`src/sha256_pkg.sv`:
```
// sha256_pkg: shared constants, types and round functions of the sha-256 engine
// no dependencies
package sha256_pkg;

  localparam int unsigned WordW   = 32;
  localparam int unsigned Rounds  = 64;
  localparam int unsigned BlkWds  = 16;

  localparam logic [WordW-1:0] PadWord = 32'h8000_0000;

  // commands from controller to datapath
  typedef struct packed {
    logic load_word;   // write in_word into buffer at wpos
    logic word_sel_pad;// word source: 1 = pad/len word chosen by pad_kind
    logic start_blk;   // copy hash into working vars
    logic round_en;    // run one round
    logic finish_blk;  // fold working vars into hash
    logic reset_msg;   // back to initial hash
    logic [1:0] pad_kind; // which pad word
    logic [5:0] round;
  } sha_cmd_t;

  localparam logic [1:0] PadZero = 2'd0;
  localparam logic [1:0] PadLenH = 2'd1;
  localparam logic [1:0] PadLenL = 2'd2;
  localparam logic [1:0] PadData = 2'd3;

  function automatic logic [WordW-1:0] rotr(input logic [WordW-1:0] x, input int n);
    rotr = (x >> n) | (x << (WordW - n));
  endfunction

  function automatic logic [WordW-1:0] round_k(input logic [5:0] i);
    logic [WordW-1:0] k [Rounds];
    k = '{
      32'h428a2f98, 32'h71374491, 32'hb5c0fbcf, 32'he9b5dba5,
      32'h3956c25b, 32'h59f111f1, 32'h923f82a4, 32'hab1c5ed5,
      32'hd807aa98, 32'h12835b01, 32'h243185be, 32'h550c7dc3,
      32'h72be5d74, 32'h80deb1fe, 32'h9bdc06a7, 32'hc19bf174,
      32'he49b69c1, 32'hefbe4786, 32'h0fc19dc6, 32'h240ca1cc,
      32'h2de92c6f, 32'h4a7484aa, 32'h5cb0a9dc, 32'h76f988da,
      32'h983e5152, 32'ha831c66d, 32'hb00327c8, 32'hbf597fc7,
      32'hc6e00bf3, 32'hd5a79147, 32'h06ca6351, 32'h14292967,
      32'h27b70a85, 32'h2e1b2138, 32'h4d2c6dfc, 32'h53380d13,
      32'h650a7354, 32'h766a0abb, 32'h81c2c92e, 32'h92722c85,
      32'ha2bfe8a1, 32'ha81a664b, 32'hc24b8b70, 32'hc76c51a3,
      32'hd192e819, 32'hd6990624, 32'hf40e3585, 32'h106aa070,
      32'h19a4c116, 32'h1e376c08, 32'h2748774c, 32'h34b0bcb5,
      32'h391c0cb3, 32'h4ed8aa4a, 32'h5b9cca4f, 32'h682e6ff3,
      32'h748f82ee, 32'h78a5636f, 32'h84c87814, 32'h8cc70208,
      32'h90befffa, 32'ha4506ceb, 32'hbef9a3f7, 32'hc67178f2};
    round_k = k[i];
  endfunction

  function automatic logic [WordW-1:0] init_hash(input logic [2:0] i);
    logic [WordW-1:0] h [8];
    h = '{32'h6a09e667, 32'hbb67ae85, 32'h3c6ef372, 32'ha54ff53a,
          32'h510e527f, 32'h9b05688c, 32'h1f83d9ab, 32'h5be0cd19};
    init_hash = h[i];
  endfunction

endpackage

```
`src/sha256_dp.sv`:
```
// sha256_dp: message buffer, rolling schedule, round logic and hash registers
// depends on sha256_pkg
module sha256_dp (
  input  logic                        clk,
  input  sha256_pkg::sha_cmd_t        cmd,
  input  logic [3:0]                  wpos,
  input  logic [31:0]                 in_word,
  input  logic [63:0]                 bit_len,
  input  logic [2:0]                  out_sel,
  output logic [31:0]                 digest
);
  import sha256_pkg::*;

  logic [WordW-1:0] w_r [BlkWds];
  logic [WordW-1:0] h_r [8];
  logic [WordW-1:0] v_r [8];
  logic [WordW-1:0] wr_word;
  logic [WordW-1:0] w_cur, w_new, s0, s1, big0, big1, ch, maj, t1, t2;

  // source of a buffer write
  always_comb begin
    case (cmd.pad_kind)
      PadZero: wr_word = '0;
      PadLenH: wr_word = bit_len[63:32];
      PadLenL: wr_word = bit_len[31:0];
      default: wr_word = in_word;
    endcase
    if (!cmd.word_sel_pad) wr_word = in_word;
  end

  // rolling 16-word schedule: w_r[0] is the word of this round
  assign s0    = rotr(w_r[1], 7) ^ rotr(w_r[1], 18) ^ (w_r[1] >> 3);
  assign s1    = rotr(w_r[14], 17) ^ rotr(w_r[14], 19) ^ (w_r[14] >> 10);
  assign w_new = s1 + w_r[9] + s0 + w_r[0];
  assign w_cur = w_r[0];

  // round function
  assign big1 = rotr(v_r[4], 6) ^ rotr(v_r[4], 11) ^ rotr(v_r[4], 25);
  assign ch   = (v_r[4] & v_r[5]) ^ (~v_r[4] & v_r[6]);
  assign big0 = rotr(v_r[0], 2) ^ rotr(v_r[0], 13) ^ rotr(v_r[0], 22);
  assign maj  = (v_r[0] & v_r[1]) ^ (v_r[0] & v_r[2]) ^ (v_r[1] & v_r[2]);
  assign t1   = v_r[7] + big1 + ch + round_k(cmd.round) + w_cur;
  assign t2   = big0 + maj;

  always_ff @(posedge clk) begin
    if (cmd.load_word) begin
      w_r[wpos] <= wr_word;
    end else if (cmd.round_en) begin
      for (int i = 0; i < BlkWds - 1; i++) w_r[i] <= w_r[i+1];
      w_r[BlkWds-1] <= w_new;
    end
  end

  // working variables
  always_ff @(posedge clk) begin
    if (cmd.start_blk) begin
      for (int i = 0; i < 8; i++) v_r[i] <= h_r[i];
    end else if (cmd.round_en) begin
      v_r[7] <= v_r[6]; v_r[6] <= v_r[5]; v_r[5] <= v_r[4];
      v_r[4] <= v_r[3] + t1;
      v_r[3] <= v_r[2]; v_r[2] <= v_r[1]; v_r[1] <= v_r[0];
      v_r[0] <= t1 + t2;
    end
  end

  // hash words
  always_ff @(posedge clk) begin
    if (cmd.reset_msg) begin
      for (int i = 0; i < 8; i++) h_r[i] <= init_hash(3'(i));
    end else if (cmd.finish_blk) begin
      for (int i = 0; i < 8; i++) h_r[i] <= h_r[i] + v_r[i];
    end
  end

  assign digest = h_r[out_sel];
endmodule

```
`src/sha256_ctrl.sv`:
```
// sha256_ctrl: sequencer for word intake, padding, rounds and digest output
// depends on sha256_pkg
module sha256_ctrl (
  input  logic                  clk,
  input  logic                  rst_n,
  input  logic                  in_tvalid,
  output logic                  in_tready,
  input  logic [2:0]            in_count,
  input  logic                  in_last,
  input  logic [31:0]           in_data,
  output logic [31:0]           word_out,
  output logic [63:0]           bit_len,
  output logic [3:0]            wpos,
  output sha256_pkg::sha_cmd_t  cmd,
  output logic [2:0]            out_sel,
  output logic                  out_tvalid,
  input  logic                  out_tready,
  output logic                  out_last
);
  import sha256_pkg::*;

  typedef enum logic [2:0] {
    S_IDLE, S_START, S_ROUND, S_FINISH, S_PAD, S_OUT, S_RESET
  } state_t;

  state_t      state_r;
  logic [3:0]  wpos_r;
  logic [5:0]  round_r;
  logic [63:0] len_r;
  logic        pad_r;      // in padding phase
  logic        extra_r;    // trailing 0x80 still to write
  logic        spill_r;    // length words do not fit in the current block
  logic        lenw_r;     // length words written, last block of the message
  logic [2:0]  osel_r;
  logic [31:0] word_r;
  logic [2:0]  cnt;
  logic [31:0] keep, marked;
  logic        acc;

  assign cnt = (in_count > 3'd4) ? 3'd4 : in_count;
  always_comb begin
    case (cnt)
      3'd0:    keep = 32'h0000_0000;
      3'd1:    keep = 32'hff00_0000;
      3'd2:    keep = 32'hffff_0000;
      3'd3:    keep = 32'hffff_ff00;
      default: keep = 32'hffff_ffff;
    endcase
    marked = (in_data & keep) | ((cnt == 3'd4) ? 32'h0 : (PadWord >> {cnt, 3'b000}));
  end

  assign in_tready = (state_r == S_IDLE);
  assign acc       = in_tvalid && in_tready;
  assign wpos      = wpos_r;
  assign bit_len   = len_r;
  assign word_out  = acc ? (in_last ? marked : in_data) : word_r;
  assign out_sel   = osel_r;
  assign out_tvalid = (state_r == S_OUT);
  assign out_last  = (osel_r == 3'd7);

  // command decode
  always_comb begin
    cmd = '0;
    cmd.round = round_r;
    cmd.load_word = acc || (state_r == S_PAD);
    cmd.word_sel_pad = (state_r == S_PAD);
    cmd.pad_kind = PadData;
    if (state_r == S_PAD) begin
      if (extra_r)                          cmd.pad_kind = PadData;
      else if (!spill_r && wpos_r == 4'd14) cmd.pad_kind = PadLenH;
      else if (!spill_r && wpos_r == 4'd15) cmd.pad_kind = PadLenL;
      else                                  cmd.pad_kind = PadZero;
    end
    cmd.start_blk  = (state_r == S_START);
    cmd.round_en   = (state_r == S_ROUND);
    cmd.finish_blk = (state_r == S_FINISH);
    cmd.reset_msg  = !rst_n || (state_r == S_RESET);
  end

  // sequencer
  always_ff @(posedge clk) begin
    if (!rst_n) begin
      state_r <= S_IDLE; wpos_r <= '0; round_r <= '0; len_r <= '0;
      pad_r <= 1'b0; extra_r <= 1'b0; osel_r <= '0; word_r <= '0;
      spill_r <= 1'b0; lenw_r <= 1'b0;
    end else begin
      case (state_r)
        S_IDLE: if (acc) begin
          wpos_r <= wpos_r + 4'd1;
          if (in_last) begin
            len_r   <= len_r + {58'd0, cnt, 3'd0};
            pad_r   <= 1'b1;
            extra_r <= (cnt == 3'd4);
            word_r  <= PadWord;
            // 0x80 marker lands at word 14 or 15: length goes in one more block
            spill_r <= (cnt == 3'd4) ? (wpos_r inside {4'd13, 4'd14})
                                     : (wpos_r inside {4'd14, 4'd15});
          end else begin
            len_r <= len_r + 64'd32;
          end
          if (wpos_r == 4'd15)  state_r <= S_START;
          else if (in_last)     state_r <= S_PAD;
        end
        S_PAD: begin
          extra_r <= 1'b0;
          wpos_r  <= wpos_r + 4'd1;
          if (cmd.pad_kind == PadLenL) lenw_r <= 1'b1;
          if (wpos_r == 4'd15) state_r <= S_START;
        end
        S_START: begin round_r <= '0; state_r <= S_ROUND; end
        S_ROUND: begin
          round_r <= round_r + 6'd1;
          if (round_r == 6'd63) state_r <= S_FINISH;
        end
        S_FINISH: begin
          spill_r <= 1'b0;
          if (!pad_r)      state_r <= S_IDLE;
          else if (lenw_r) state_r <= S_OUT;
          else             state_r <= S_PAD;
        end
        S_OUT: if (out_tready) begin
          osel_r <= osel_r + 3'd1;
          if (osel_r == 3'd7) state_r <= S_RESET;
        end
        S_RESET: begin
          wpos_r <= '0; len_r <= '0; pad_r <= 1'b0; extra_r <= 1'b0;
          spill_r <= 1'b0; lenw_r <= 1'b0;
          state_r <= S_IDLE;
        end
        default: state_r <= S_IDLE;
      endcase
    end
  end
endmodule

```
`src/sha256_message_digest.sv`:
```
// sha256_message_digest: top level of the sha-256 engine
// depends on sha256_pkg, sha256_ctrl, sha256_dp
//
// usage:
//   input stream carries big-endian 32-bit message words; in_tlast closes the
//   message and in_tuser gives the valid leading bytes (0..4) of that word.
//   words are taken one per cycle while in_tready is high; every 16th word starts a
//   block: a start step, 64 rounds at one per cycle and a fold step, all run by
//   the single shared round unit, which holds off intake meanwhile.
//   after the final word the controller writes padding and length words, one
//   per cycle, and runs one or two more blocks.
//   the digest leaves as eight transfers, word 0 first, out_tlast on word 7,
//   then a reset step reloads the initial hash for the next message.
//   a stalled receiver holds the current digest word until taken.
//   in_tready is low during compression, padding, digest output and reload.
//   synchronous reset clears the controller and loads the initial hash.
module sha256_message_digest (
  input  logic        clk,
  input  logic        rst_n,
  input  logic        in_tvalid,
  output logic        in_tready,
  input  logic [31:0] in_tdata,  // data_word
  input  logic [2:0]  in_tuser,  // byte_count
  input  logic        in_tlast,  // end_of_message
  output logic        out_tvalid,
  input  logic        out_tready,
  output logic [39:0] out_tdata, // digest_word, word_index, zero fill
  output logic        out_tlast  // last_word
);
  import sha256_pkg::*;

  sha_cmd_t    cmd;
  logic [31:0] word, digest;
  logic [63:0] bit_len;
  logic [3:0]  wpos;
  logic [2:0]  sel;

  sha256_ctrl u_ctrl (
    .clk, .rst_n, .in_tvalid, .in_tready, .in_count(in_tuser), .in_last(in_tlast),
    .in_data(in_tdata), .word_out(word), .bit_len, .wpos, .cmd, .out_sel(sel),
    .out_tvalid, .out_tready, .out_last(out_tlast)
  );

  sha256_dp u_dp (
    .clk, .cmd, .wpos, .in_word(word), .bit_len, .out_sel(sel), .digest
  );

  assign out_tdata = {5'd0, sel, digest};
endmodule

```
`config.mk`:
```
export PLATFORM = sky130hd
export DESIGN_NAME = sha256_message_digest
export DESIGN_NICKNAME = d
export VERILOG_FILES = /design/src/sha256_pkg.sv /design/src/sha256_dp.sv /design/src/sha256_ctrl.sv /design/src/sha256_message_digest.sv
export SDC_FILE = /design/constraint.sdc
export NUM_CORES = 2
export LEC_CHECK = 0
export BUFFER_PORTS_ARGS = -buffer_cell sky130_fd_sc_hd__buf_2
export CAP_MARGIN = 40
export CORE_AREA = 2 2 387 389
export CTS_CLUSTER_SIZE = 14
export DETAILED_ROUTE_END_ITERATION = 8
export DIE_AREA = 0 0 389 391
export GPL_TIMING_DRIVEN = 0
export PLACE_DENSITY = 0.65
export SLEW_MARGIN = 10
export SYNTH_ARGS = -nofsm -noshare
export SYNTH_HDL_FRONTEND = slang
export SYNTH_SLANG_ARGS = --single-unit
```
`constraint.sdc`:
```
create_clock -name clk -period 25.7 [get_ports clk]
set_clock_uncertainty 0.05 [all_clocks]
set_input_delay 3.855 -clock clk [delete_from_list [all_inputs] [get_ports clk]]
set_output_delay 3.855 -clock clk [all_outputs]
set_load 0.01 [all_outputs]
```
==> summary.md <==
| Metric | Value |
|---|---|
| Longest Clk Path Bufs | `3` |
| Worst hold slack | `0.416 ns` |
| Pre-Repair DR Iteration Count | `6` |
| Relative slew margins | `0.259` |
| Core outline area | `0.149 mm^2` |
| Highest clock rate | `81.1 MHz` |
| Most frequent cell after synthesis | `nand2_1` |
| Final core utilization | `0.552` |
| Area contributors post-synth | `edfxtp_1 (42%), ha_1 (6.8%), a21o_1 (6.5%), nand2_1 (5.4%), fa_1 (5.3%)` |
| Port Buffers | `75` |
| First-pass GRT wire length | `401 mm` |
| Reg area | `0.0325 mm^2` |
| Pre-CTS setup slack | `13.81 ns` |
| Req. time, crit path | `26.18 ns` |
| CTS tree | `built` |
| Max H-tree Level | `4` |
| Crit path DAT | `12.81 ns` |
| Initial drt markers | `6756` |
| Crit-path slowest cell | `clkbuf_1` |
| WL/cell | `29.7 um` |
| Syn Area/Cell | `10.3 um^2` |
| Root Driver | `clkbuf_16` |
| Mapped Area | `0.0737 mm^2` |
| Hold crit path type | `reg -> reg` |
| Ys async rst share | `0` |
| Total CTS buffers | `130` |
| Clk slew on worst S/H paths | `0.06 ns` |
| Cells after synthesis | `7156` |
| Setup CP Type | `reg -> reg` |
| Ys Warns | `0` |
| Crit share post-route | `0.480` |
| Final nets | `8091` |
| Vias in the first global route | `56200` |
| Area leader, netlist | `edfxtp_1` |
| Post-route DRC | `0` |
| Max-Cap Viols | `0` |
| M2 GR Usage | `0.573` |
| Setup bufs post-CTS | `0` |
| Gr busiest metal | `met2` |
| Final setup margin | `13.37 ns` |
| Number of synthesized register bits | `1109` |
| Status | `finished, final reports clean` |
| I/O pins | `83` |
| EDFF count, synth | `1024` |
| Setup_tns | `0 ns` |
| GR Overflow Total | `0` |
| Crit path largest cell delay | `0.72 ns` |
| Die H | `391 um` |
| Synth top area share | `0.417` |
| Hold Violations, Final | `0` |
| Area of the multi-input gates | `0.0384 mm^2` |
| Synth top cells by count | `nand2_1 (1054), edfxtp_1 (1024), a21o_1 (642), xnor2_1 (401), ha_1 (400)` |
| Critical Path Source | `u_ctrl.round_r[1]` |
| Final slew viol count | `0` |
| Starting Density | `0.496` |
| RSZ-0062 raised after global routing | `false` |
| Fillers | `13100` |
| Register area share after synthesis | `0.441` |
| WL final | `283 mm` |
| Max FO, Critical Path | `13` |
| Layout cells sized above 1 | `0.0719` |
| # hold bufs at CTS | `0` |
| Via count | `59500` |
| Post-cts repair resize count | `0` |
| Crit path top cell by count | `fa_1` |
| Met3 Use GR | `0.0733` |
| Die area | `0.152 mm^2` |
| Clock Sinks | `1109` |
| Vias per cell | `6.26` |
| GPL Wtd Cong | `1.04` |
| Detail Placement HPWL | `223 mm` |
| Main synth FF type | `edfxtp_1` |
| Gr usage total | `0.367` |
| Final ANT Viol Nets | `0` |
| Area grow syn2layout | `11.4%` |
| Worst Max-Slew Pin Slew | `1.11 ns` |
| Met1 Track Usage GR | `0.488` |
| Crit path capture type | `flop` |
| Worst-skew pair later-pin latency | `0.79 ns` |
| Fin crit period | `12.33 ns` |
| Post-synth cell types | `94` |
| Critical Path Start Type | `flop` |
| Initial antenna violation count | `12` |
| Die width | `389 um` |
| Worst r2r src | `u_ctrl.round_r[1]` |
| Largest net degree at the start of global routing | `102` |
| Worst hold start | `u_ctrl.word_r[31]` |
| Setup-failing EPs final | `0` |
| Placement row count | `142` |
## final timing paths
check,slack [ns],cells after the start,to
hold reg to reg,0.42,2,u_ctrl.word_r[31]
hold / removal,0.42,2,u_ctrl.word_r[31]
setup / recovery,13.37,37,u_dp.v_r[0][30]
setup reg to reg,13.37,37,u_dp.v_r[0][30]
## per-stage QoR
stage / cell area (um^2) / instances
after floorplan: 73700 / 7160
after global placement: 76500 / 9179
after detailed placement: 77800 / 9264
after CTS: 82000 / 9498
after global routing: 82000 / 9502
final: 82000 / 9506
## cells by family after synthesis
kind of cell | share of synthesized area
mux | 0.0315
xor+xnor | 0.0721
simple gates | 0.123
compound gates | 0.169
flops | 0.441
other cells | 0.0000509
buf+inv | 0.0385
fa+ha+maj | 0.125
## cell usage in the layout, fill, tap and decap left out, types with 42 or more instances in the layout
master and count:
o21ai_1 64, nand3_1 119, a31oi_1 51, o21a_1 57, xor2_1 205, edfxtp_1 1024
dfxtp_1 85, o21ai_0 282, mux4_2 69, clkbuf_16 131, inv_1 373, a211oi_1 46
a21oi_1 368, nor2_1 385, clkbuf_1 347, and3_1 42, mux2_2 52, fa_1 196
nand2b_1 94, nor3_1 111, ha_1 400, nand2_1 1038, buf_2 86, nand4_1 46
a21o_1 642, o211ai_1 60, nor2b_1 81, xnor2_1 401
## state kept, by name, summed over array words and instances, names as in the netlist, named ones only
name / count
u_dp.w_r: 512
u_dp.h_r: 256
u_dp.v_r: 256
u_ctrl.bit_len: 61
u_ctrl.round_r: 6
u_ctrl.wpos: 4
u_ctrl.out_sel: 3
u_ctrl.state_r: 3
u_ctrl.extra_r: 1
u_ctrl.lenw_r: 1
u_ctrl.pad_r: 1
u_ctrl.spill_r: 1
u_ctrl.word_r: 1
## cell type report
cell class                      count  area share
Multi-Input combinational cell   5301       0.468
Sequential cell                  1109       0.396
Clock buffer                      165      0.0422
Tap cell                         1944      0.0296
Timing Repair Buffer              163      0.0201
Buffer                            372      0.0175
Inverter                          378      0.0174
Clock inverter                     69     0.00910
Antenna cell                        5    0.000152
## per-layer routing
layer	share of wire	vias to the layer above	routed length (um)
met3	0.090	609	25600
met4	0.059	4	16800
met1	0.40	29500	114000
li1	-	26300	-
met5	0.000074	-	21
met2	0.45	3044	126000
## critical path, delay by kind of cell (launching register included)
family          cells  cell delay (ns)
compound gates     14             3.80
buf+inv             6             2.18
flops               1             0.59
simple gates        7             1.50
xor+xnor            2             0.63
fa+ha+maj           8             3.27
Power is not shown: default switching activity piles up to over one toggle a cycle in this logic, so the estimate is an artifact.
